$ cat src/ccm_pkg.sv
// Shared types, codes and helpers for the CIGAR coverage marker.
// Depends on nothing; imported by the top level.
package ccm_pkg;

    localparam int CURSOR_W            = 16;
    localparam int RUN_W               = CURSOR_W + 1;
    localparam int GENE_MAX_BASES_DEF  = 4096;
    localparam int WORD_BITS_DEF       = 64;
    localparam int WORD_BITS_MAX       = 64;

    localparam logic [1:0] REQ_START = 2'd0;
    localparam logic [1:0] REQ_CIGAR = 2'd1;
    localparam logic [1:0] REQ_CLEAR = 2'd2;

    localparam logic [3:0] OP_M  = 4'd0;
    localparam logic [3:0] OP_I  = 4'd1;
    localparam logic [3:0] OP_D  = 4'd2;
    localparam logic [3:0] OP_N  = 4'd3;
    localparam logic [3:0] OP_S  = 4'd4;
    localparam logic [3:0] OP_H  = 4'd5;
    localparam logic [3:0] OP_P  = 4'd6;
    localparam logic [3:0] OP_EQ = 4'd7;
    localparam logic [3:0] OP_X  = 4'd8;

    typedef struct packed {
        logic [1:0]  req_type;
        logic [12:0] start_pos;
        logic [12:0] gene_len;
        logic [3:0]  op_code;
        logic [15:0] op_length;
    } ccm_in_t;

    typedef struct packed {
        logic [15:0] gene_pos;
        logic [15:0] read_pos;
        logic [12:0] covered_bases;
        logic [15:0] hit_total;
    } ccm_out_t;

    function automatic logic [6:0] popcnt64(input logic [WORD_BITS_MAX-1:0] v);
        logic [1:0] s1 [32];
        logic [2:0] s2 [16];
        logic [3:0] s3 [8];
        logic [4:0] s4 [4];
        logic [5:0] s5 [2];
        for (int i = 0; i < 32; i++)
        begin
            s1[i] = {1'b0, v[2*i]} + {1'b0, v[2*i+1]};
        end
        for (int i = 0; i < 16; i++)
        begin
            s2[i] = {1'b0, s1[2*i]} + {1'b0, s1[2*i+1]};
        end
        for (int i = 0; i < 8; i++)
        begin
            s3[i] = {1'b0, s2[2*i]} + {1'b0, s2[2*i+1]};
        end
        for (int i = 0; i < 4; i++)
        begin
            s4[i] = {1'b0, s3[2*i]} + {1'b0, s3[2*i+1]};
        end
        for (int i = 0; i < 2; i++)
        begin
            s5[i] = {1'b0, s4[2*i]} + {1'b0, s4[2*i+1]};
        end
        return {1'b0, s5[0]} + {1'b0, s5[1]};
    endfunction

endpackage

$ cat src/cigar_coverage_marker_unit.sv
// Top level of the CIGAR coverage marker: sequencer, cursors, counters.
// Depends on ccm_pkg and ccm_ram (coverage bitmap, one word per entry).
//
//   channel | direction | handshake          | word
//   req     | in        | req_valid/req_stall | ccm_pkg::ccm_in_t
//   rsp     | out       | rsp_valid/rsp_stall | ccm_pkg::ccm_out_t
//
// Start, non-marking CIGAR and unknown items: ST_EXEC, then ST_RESULT loads the
// output register. M, = and X with a non-empty run add ST_MARK between them:
// a bitmap walk from word 0 through the word holding the run end, one RAM word per cycle.
// Clear: ST_CLEAR zeroes one bitmap word per cycle, then ST_RESULT.
// After reset ST_INIT zeroes the bitmap before the first word is accepted.
// One item at a time; a finished result waits in the output register.
module cigar_coverage_marker_unit #(
    parameter int GENE_MAX_BASES = ccm_pkg::GENE_MAX_BASES_DEF,
    parameter int WORD_BITS      = ccm_pkg::WORD_BITS_DEF
) (
    input  logic              clk,
    input  logic              rst_n,
    input  logic              req_valid,
    output logic              req_stall,
    input  ccm_pkg::ccm_in_t  req,
    output logic              rsp_valid,
    input  logic              rsp_stall,
    output ccm_pkg::ccm_out_t rsp
);

    import ccm_pkg::*;

    localparam int NUM_WORDS = (GENE_MAX_BASES + WORD_BITS - 1) / WORD_BITS;
    localparam int ADDR_W    = NUM_WORDS > 1 ? $clog2(NUM_WORDS) : 1;
    localparam int CNT_W     = $clog2(GENE_MAX_BASES + 1);
    localparam int BASE_W    = $clog2(NUM_WORDS * WORD_BITS + 1);
    localparam int CW        = ((BASE_W > RUN_W) ? BASE_W : RUN_W) + 1;
    localparam int OFF_W     = $clog2(WORD_BITS + 1);
    localparam logic [ADDR_W-1:0]    LAST_ADDR = ADDR_W'(NUM_WORDS - 1);
    localparam logic [WORD_BITS-1:0] FULL      = {WORD_BITS{1'b1}};

    typedef enum logic [5:0] {
        ST_INIT   = 6'b000001,
        ST_IDLE   = 6'b000010,
        ST_EXEC   = 6'b000100,
        ST_MARK   = 6'b001000,
        ST_CLEAR  = 6'b010000,
        ST_RESULT = 6'b100000
    } state_t;

    state_t                state_reg, state_next;
    logic [ADDR_W-1:0]     scan_reg, scan_next;
    logic [BASE_W-1:0]     base_reg, base_next;
    logic [RUN_W-1:0]      stop_reg, stop_next;
    ccm_in_t               item_reg, item_next;
    logic [CURSOR_W-1:0]   gene_reg, gene_next;
    logic [CURSOR_W-1:0]   read_reg, read_next;
    logic [CNT_W-1:0]      limit_reg, limit_next;
    logic [CNT_W-1:0]      covered_reg, covered_next;
    logic [15:0]           hit_reg, hit_next;
    logic                  pend_reg, pend_next;
    logic [ADDR_W-1:0]     wr_addr_reg, wr_addr_next;
    logic [WORD_BITS-1:0]  mask_reg, mask_next;
    logic [WORD_BITS-1:0]  new_bits_reg, new_bits_next;
    logic                  rsp_valid_reg, rsp_valid_next;
    ccm_out_t              rsp_reg, rsp_next;

    logic                  ram_we;
    logic [ADDR_W-1:0]     ram_waddr;
    logic [WORD_BITS-1:0]  ram_wdata;
    logic                  ram_re;
    logic [ADDR_W-1:0]     ram_raddr;
    logic [WORD_BITS-1:0]  ram_rdata;

    logic                  accept;
    logic                  mark_active;
    logic [CW-1:0]         first_c, base_c, stop_c, lo_diff, hi_diff;
    logic [OFF_W-1:0]      lo_off, hi_off;
    logic [WORD_BITS-1:0]  mask_calc;
    logic [RUN_W-1:0]      run_sum, lim_ext, stop_calc, run_len, read_sum;
    logic [RUN_W-1:0]      len_sum_gene, len_sum_read;

    ccm_ram #(
        .WIDTH (WORD_BITS),
        .DEPTH (NUM_WORDS)
    ) u_bitmap (
        .clk   (clk),
        .we    (ram_we),
        .waddr (ram_waddr),
        .wdata (ram_wdata),
        .re    (ram_re),
        .raddr (ram_raddr),
        .rdata (ram_rdata)
    );

    assign req_stall = (state_reg != ST_IDLE);
    assign accept    = req_valid && !req_stall;
    assign rsp_valid = rsp_valid_reg;
    assign rsp       = rsp_reg;

    always_comb
    begin
        first_c     = CW'(gene_reg);
        base_c      = CW'(base_reg);
        stop_c      = CW'(stop_reg);
        mark_active = base_c < stop_c;
        lo_diff     = first_c - base_c;
        hi_diff     = stop_c - base_c;
        if (first_c <= base_c)
        begin
            lo_off = '0;
        end
        else if (lo_diff >= CW'(WORD_BITS))
        begin
            lo_off = OFF_W'(WORD_BITS);
        end
        else
        begin
            lo_off = OFF_W'(lo_diff);
        end
        if (hi_diff >= CW'(WORD_BITS))
        begin
            hi_off = OFF_W'(WORD_BITS);
        end
        else
        begin
            hi_off = OFF_W'(hi_diff);
        end
        mask_calc = (FULL << lo_off) & ~(FULL << hi_off);

        run_sum      = RUN_W'(gene_reg) + RUN_W'(item_reg.op_length);
        lim_ext      = RUN_W'(limit_reg);
        stop_calc    = (run_sum > lim_ext) ? lim_ext : run_sum;
        len_sum_gene = run_sum;
        len_sum_read = RUN_W'(read_reg) + RUN_W'(item_reg.op_length);
        run_len      = stop_reg - RUN_W'(gene_reg);
        read_sum     = RUN_W'(read_reg) + run_len;
    end

    always_comb
    begin
        state_next     = state_reg;
        scan_next      = scan_reg;
        base_next      = base_reg;
        stop_next      = stop_reg;
        item_next      = item_reg;
        gene_next      = gene_reg;
        read_next      = read_reg;
        limit_next     = limit_reg;
        covered_next   = covered_reg;
        hit_next       = hit_reg;
        pend_next      = 1'b0;
        wr_addr_next   = wr_addr_reg;
        mask_next      = mask_reg;
        new_bits_next  = '0;
        rsp_valid_next = rsp_valid_reg && rsp_stall;
        rsp_next       = rsp_reg;
        ram_we         = 1'b0;
        ram_waddr      = scan_reg;
        ram_wdata      = '0;
        ram_re         = 1'b0;
        ram_raddr      = scan_reg;

        case (state_reg)
            ST_INIT:
            begin
                ram_we = 1'b1;
                if (scan_reg == LAST_ADDR)
                begin
                    scan_next  = '0;
                    state_next = ST_IDLE;
                end
                else
                begin
                    scan_next = scan_reg + ADDR_W'(1);
                end
            end
            ST_IDLE:
            begin
                if (accept)
                begin
                    item_next  = req;
                    state_next = ST_EXEC;
                end
            end
            ST_EXEC:
            begin
                state_next = ST_RESULT;
                case (item_reg.req_type)
                    REQ_START:
                    begin
                        gene_next = (item_reg.start_pos == '0) ? '0 :
                                    CURSOR_W'(item_reg.start_pos - 13'd1);
                        read_next = '0;
                        if (CW'(item_reg.gene_len) > CW'(GENE_MAX_BASES))
                        begin
                            limit_next = CNT_W'(GENE_MAX_BASES);
                        end
                        else
                        begin
                            limit_next = CNT_W'(item_reg.gene_len);
                        end
                        if (hit_reg != 16'hFFFF)
                        begin
                            hit_next = hit_reg + 16'd1;
                        end
                    end
                    REQ_CIGAR:
                    begin
                        case (item_reg.op_code)
                            OP_M, OP_EQ, OP_X:
                            begin
                                stop_next = stop_calc;
                                scan_next = '0;
                                base_next = '0;
                                if (stop_calc > RUN_W'(gene_reg))
                                begin
                                    state_next = ST_MARK;
                                end
                            end
                            OP_D, OP_N:
                            begin
                                gene_next = len_sum_gene[CURSOR_W] ? {CURSOR_W{1'b1}} :
                                            len_sum_gene[CURSOR_W-1:0];
                            end
                            OP_I, OP_S:
                            begin
                                read_next = len_sum_read[CURSOR_W] ? {CURSOR_W{1'b1}} :
                                            len_sum_read[CURSOR_W-1:0];
                            end
                            default:
                            begin
                                state_next = ST_RESULT;
                            end
                        endcase
                    end
                    REQ_CLEAR:
                    begin
                        covered_next = '0;
                        hit_next     = '0;
                        scan_next    = '0;
                        state_next   = ST_CLEAR;
                    end
                    default:
                    begin
                        state_next = ST_RESULT;
                    end
                endcase
            end
            ST_MARK:
            begin
                covered_next = covered_reg + CNT_W'(popcnt64(WORD_BITS_MAX'(new_bits_reg)));
                if (pend_reg)
                begin
                    ram_we        = 1'b1;
                    ram_waddr     = wr_addr_reg;
                    ram_wdata     = ram_rdata | mask_reg;
                    new_bits_next = mask_reg & ~ram_rdata;
                end
                if (mark_active)
                begin
                    ram_re       = 1'b1;
                    ram_raddr    = scan_reg;
                    mask_next    = mask_calc;
                    pend_next    = 1'b1;
                    wr_addr_next = scan_reg;
                    scan_next    = scan_reg + ADDR_W'(1);
                    base_next    = base_reg + BASE_W'(WORD_BITS);
                end
                else if (!pend_reg)
                begin
                    gene_next  = stop_reg[CURSOR_W] ? {CURSOR_W{1'b1}} :
                                 stop_reg[CURSOR_W-1:0];
                    read_next  = read_sum[CURSOR_W] ? {CURSOR_W{1'b1}} :
                                 read_sum[CURSOR_W-1:0];
                    state_next = ST_RESULT;
                end
            end
            ST_CLEAR:
            begin
                ram_we = 1'b1;
                if (scan_reg == LAST_ADDR)
                begin
                    scan_next  = '0;
                    state_next = ST_RESULT;
                end
                else
                begin
                    scan_next = scan_reg + ADDR_W'(1);
                end
            end
            ST_RESULT:
            begin
                if (!rsp_valid_reg || !rsp_stall)
                begin
                    rsp_valid_next         = 1'b1;
                    rsp_next.gene_pos      = gene_reg;
                    rsp_next.read_pos      = read_reg;
                    rsp_next.covered_bases = 13'(covered_reg);
                    rsp_next.hit_total     = hit_reg;
                    state_next             = ST_IDLE;
                end
            end
            default:
            begin
                state_next = ST_IDLE;
            end
        endcase
    end

    always_ff @(posedge clk or negedge rst_n)
    begin
        if (!rst_n)
        begin
            state_reg     <= ST_INIT;
            scan_reg      <= '0;
            gene_reg      <= '0;
            read_reg      <= '0;
            limit_reg     <= '0;
            covered_reg   <= '0;
            hit_reg       <= '0;
            pend_reg      <= 1'b0;
            new_bits_reg  <= '0;
            rsp_valid_reg <= 1'b0;
        end
        else
        begin
            state_reg     <= state_next;
            scan_reg      <= scan_next;
            gene_reg      <= gene_next;
            read_reg      <= read_next;
            limit_reg     <= limit_next;
            covered_reg   <= covered_next;
            hit_reg       <= hit_next;
            pend_reg      <= pend_next;
            new_bits_reg  <= new_bits_next;
            rsp_valid_reg <= rsp_valid_next;
        end
    end

    always_ff @(posedge clk)
    begin
        base_reg    <= base_next;
        stop_reg    <= stop_next;
        item_reg    <= item_next;
        wr_addr_reg <= wr_addr_next;
        mask_reg    <= mask_next;
        rsp_reg     <= rsp_next;
    end

    a_no_rw_collision: assert property (@(posedge clk) disable iff (!rst_n)
        (ram_we && ram_re) |-> (ram_waddr != ram_raddr))
        else $error("bitmap read and write hit the same word");

    a_covered_bound: assert property (@(posedge clk) disable iff (!rst_n)
        CW'(covered_reg) <= CW'(GENE_MAX_BASES))
        else $error("covered count beyond bitmap size");

    a_accept_exec: assert property (@(posedge clk) disable iff (!rst_n)
        accept |=> (state_reg == ST_EXEC))
        else $error("accepted word not executed");

    a_result_loaded: assert property (@(posedge clk) disable iff (!rst_n)
        ((state_reg == ST_RESULT) && (!rsp_valid_reg || !rsp_stall)) |=> rsp_valid_reg)
        else $error("result not presented");

endmodule

$ cat src/ccm_ram.sv
// Generic single-write, single-read RAM with registered read data.
// Depends on nothing.
module ccm_ram #(
    parameter int WIDTH = 64,
    parameter int DEPTH = 64
) (
    input  logic                                     clk,
    input  logic                                     we,
    input  logic [(DEPTH > 1 ? $clog2(DEPTH) : 1)-1:0] waddr,
    input  logic [WIDTH-1:0]                         wdata,
    input  logic                                     re,
    input  logic [(DEPTH > 1 ? $clog2(DEPTH) : 1)-1:0] raddr,
    output logic [WIDTH-1:0]                         rdata
);

    logic [WIDTH-1:0] mem [DEPTH];

    always_ff @(posedge clk)
    begin
        if (we)
        begin
            mem[waddr] <= wdata;
        end
        if (re)
        begin
            rdata <= mem[raddr];
        end
    end

endmodule

$ cat config.mk
export PLATFORM = sky130hd
export DESIGN_NAME = cigar_coverage_marker_unit
export DESIGN_NICKNAME = d
export VERILOG_FILES = /design/src/ccm_pkg.sv /design/src/cigar_coverage_marker_unit.sv /design/src/ccm_ram.sv
export SDC_FILE = /design/constraint.sdc
export NUM_CORES = 2
export LEC_CHECK = 0
export BUFFER_PORTS_ARGS = -buffer_cell sky130_fd_sc_hd__buf_4
export CAP_MARGIN = 10
export CORE_MARGIN = 4
export CORE_UTILIZATION = 30
export CTS_CLUSTER_DIAMETER = 100
export CTS_CLUSTER_SIZE = 30
export DETAILED_ROUTE_END_ITERATION = 16
export PLACE_DENSITY = 0.48
export REMOVE_ABC_BUFFERS = 1
export SYNTH_ARGS = -nofsm -noshare
export SYNTH_HDL_FRONTEND = slang
export SYNTH_SLANG_ARGS = --single-unit
$ cat constraint.sdc
create_clock -name clk -period 7.6 [get_ports clk]
set_input_delay 0.76 -clock clk [delete_from_list [all_inputs] [get_ports clk]]
set_output_delay 0.76 -clock clk [all_outputs]
set_load 0.05 [all_outputs]
==> flow_summary.yaml <==
final_layout:
  final_cell_area_um2: 198000
  max_flop_register: "u_bitmap.mem"
  area_delta_synth_final_pct: 10.9
  ff_latch_area_um2: 135000
  final.fill_count: 54800
  nets: 8497
  largest_register_ffs: 4096
  multi_input_area_um2: 42100
  drive_gt1_share_pct: 26.0
yosys:
  yosysWarningCount: 0
  synth_top_area_cell: "edfxtp_1"
  post_synth_num_cell_types: 89
  synth_area_um2: 178000
  yosysTopAreaCellShare_pct: 73.5
  synth-edff-count: 4363
  synth_area_leaders: "edfxtp_1 (73%), mux4_2 (17%), dfrtp_1 (2.1%)"
  synth.avg_cell_area_um2: 22.3
  seq_area_frac_synth_pct: 75.6
  synth_seq_cells: 4515
  synth_ff_type: "edfxtp_1"
  synthArstFlopShare_pct: 3.37
  syn-instance-count: 7976
critical_path:
  required_ns: 8.49
  worst-endpoint-arrival_ns: 8.11
  worst_r2r_path_depth: 23
  crit_type: "reg2reg"
  reg2reg_to: "covered_reg[10]"
  reg2reg_slack_ns: 0.38
  critPathCaptureType: "flip-flop"
  crit_path_start_kind: "flip-flop"
  critical_path.reg2reg.startpoint: "new_bits_reg[52]"
  crit_path_max_fanout: 3
global_route:
  first_pass_grt_wire_length_mm: 749
  grt_antenna_before_repair: 34
  track_usage_pct: 17.7
  global_route.overflow_total: 0
  grt_pass1_vias: 86300
  grt_start_max_net_pins: 122
pwr:
  power.density_nw_per_um2: 232
  total_power_mw: 45.8
  p_leak_nw: 67.6
  power.ir.vdd_worst_uv: 195
timing:
  slew_violations: 0
  finalWorstPathRequiredPeriod_ns: 7.22
  fin_tns_setup_ns: 0
  setup_viol: 0
  worst-slew-pin-transition_ns: 1.28
  grt_setup_unrepaired: "false"
  fin_skew_ns: 0.100
  hold_violations: 0
  highest_clock_rate_mhz: 138
  relSlewSlack_pct: 14.7
  hold-worst-slack_ns: 0.105
  min_period_over_period_pct: 95.0
worst_hold_path:
  hold_class: "in2reg"
  hold_path_startpoint: "rsp_stall"
  holdPathEnd: "rsp_valid"
  worstHoldPathCells: 3
run:
  maxCapViolations: 0
route:
  initial_detailed_routing_violation_count: 10200
  route.detailed.wl_per_inst_um: 33.9
  num_vias: 85900
  ant_nets: 0
  detail_route.wirelength_mm: 547
  drt_drc: 0
  drt-pass1-iter-count: 5
  vias_per_cell: 5.33
floorplan:
  core_um2: 591000
  std_cell_rows: 282
  die-area_um2: 607000
  die_height_um: 779
  io_pins: 115
  fp.dieW_um: 779
  start_util_pct: 30.2
clock_network:
  clk_path_buf_depth: 4
  htree_num_levels: 4
  clock_sinks: 4515
  cts_inserted_buffers: 183
  clkTransAtPathRegs_ns: 0.12
  cts_post_setup_buffers_inserted: 0
  clk_latency_ns: 0.99
  tritoncts: "yes"
  clock-root-buffer: "clkbuf_16"
placed_design:
  hpwl_mm: 303
  io_buffers: 114
  detailed_place.area_um2: 191000
  place.gp.congestion: 0.839
status:
  run_status: "completed"
[how the worst max path moves through the flow]
stage | from | end | slack, ns | depth (start not counted)
6_report | new_bits_reg[52] | covered_reg[10] | 0.38 | 23
5_1_grt | new_bits_reg[52] | covered_reg[10] | 0.04 | 23
4_1_cts | new_bits_reg[52] | covered_reg[10] | 0.40 | 23
3_5_place_dp | new_bits_reg[52] | covered_reg[10] | 0.46 | 23
3_3_place_gp | new_bits_reg[52] | covered_reg[10] | 0.41 | 23
2_1_floorplan | scan_reg[0] | wr_addr_reg[0] | -35.52 | 0
[cell usage after synthesis (21+ instances only)]
library cell and instances:
a21o_1 28, a21oi_1 99, a31oi_1 21, buf_1 56
buf_2 95, clkbuf_1 224, dfrtp_1 151, edfxtp_1 4363
fa_1 74, ha_1 126, inv_1 214, mux4_2 1344
nand2_1 123, nand2b_1 27, nand3_1 51, nor2_1 315
nor3_1 53, nor3b_1 66, o21ai_0 134, xnor2_1 46
xor2_1 32
[cell usage in the layout (no fill, tap or decap), types with 32 or more instances in the layout]
cell type and count:
nor3_1 53, nand2_1 122, clkbuf_16 189, dlygate4sd3_1 50, xnor2_1 46, nor3b_1 66
inv_1 214, a21oi_1 98, nor2_1 185, nor2_4 130, buf_12 78, fa_1 74
nand3_1 50, ha_1 126, xor2_1 32, o21ai_0 134, dfrtp_1 145, edfxtp_1 4363
buf_4 322, mux4_2 1344
[where the power goes]
part / switching [mW] / internal [mW]
Combinational: 3.41 / 2.06
Sequential: 0.371 / 27.3
Clock: 7.76 / 4.93
[critical path: stages (launching register included)]
cell and delay [ns]:
dfrtp_1 0.40, fa_1 0.53, inv_1 0.05, fa_1 0.48
inv_1 0.05, fa_1 0.49, inv_1 0.06, fa_1 0.50
inv_1 0.05, fa_1 0.47, inv_1 0.05, fa_1 0.47
fa_1 0.52, fa_1 0.43, fa_1 0.42, fa_1 0.46
nor2b_1 0.13, o21ai_0 0.12, a21boi_0 0.28, o21ai_0 0.16
a21oi_1 0.31, o2111ai_1 0.21, a21boi_0 0.27, mux2i_1 0.21
[area by class of cell]
type	count	area share [%]
Inverter	216	0.410
Multi-Input combinational cell	2871	21.3
Clock buffer	211	2.45
Tap cell	7810	4.94
Antenna cell	5	0.00633
Sequential cell	4515	68.2
Clock inverter	38	0.331
Timing Repair Buffer	458	2.36
[through the flow]
| stage | util (%) | cells | setup slack, ns |
|---|---|---|---|
| floorplan | - | 7602 | -35.52 |
| finish | 33.4 | 16100 | 0.378 |
| CTS | 33.3 | 16100 | 0.399 |
| global placement | 32.3 | 15800 | 0.406 |
| detailed placement | 32.3 | 15800 | 0.456 |
| global route | 33.4 | 16100 | 0.0371 |
[layer usage]
metal,vias up,part of all wire (%),wire length (um),global-route usage [%]
met1,48600,43,235000,25.0
li1,33700,-,-,-
met2,3104,49,268000,29.6
met3,547,5.7,31000,1.77
met4,4,2.6,14000,3.91
met5,-,0.0044,24,0
[cells by family (layout without fill, tap and decap cells)]
kind of cell,Yosys count,in the layout,share of synthesized area [%]
AO/OA/AOI/OAI,453,453,1.69
XOR/XNOR,78,78,0.383
adder cells (fa/ha/maj),200,200,1.72
buffers and inverters,596,923,1.34
flip-flops,4515,4515,75.6
multiplexers,1370,1370,17.1
other,1,12,0.00210
AND/OR/NAND/NOR,763,763,2.10
[repair_timing]
item,CTS,global route
hold buffers,50,0
resized for setup,0,0
endpoints found under the hold margin,133,0
Power figures use the tool's default switching activity.
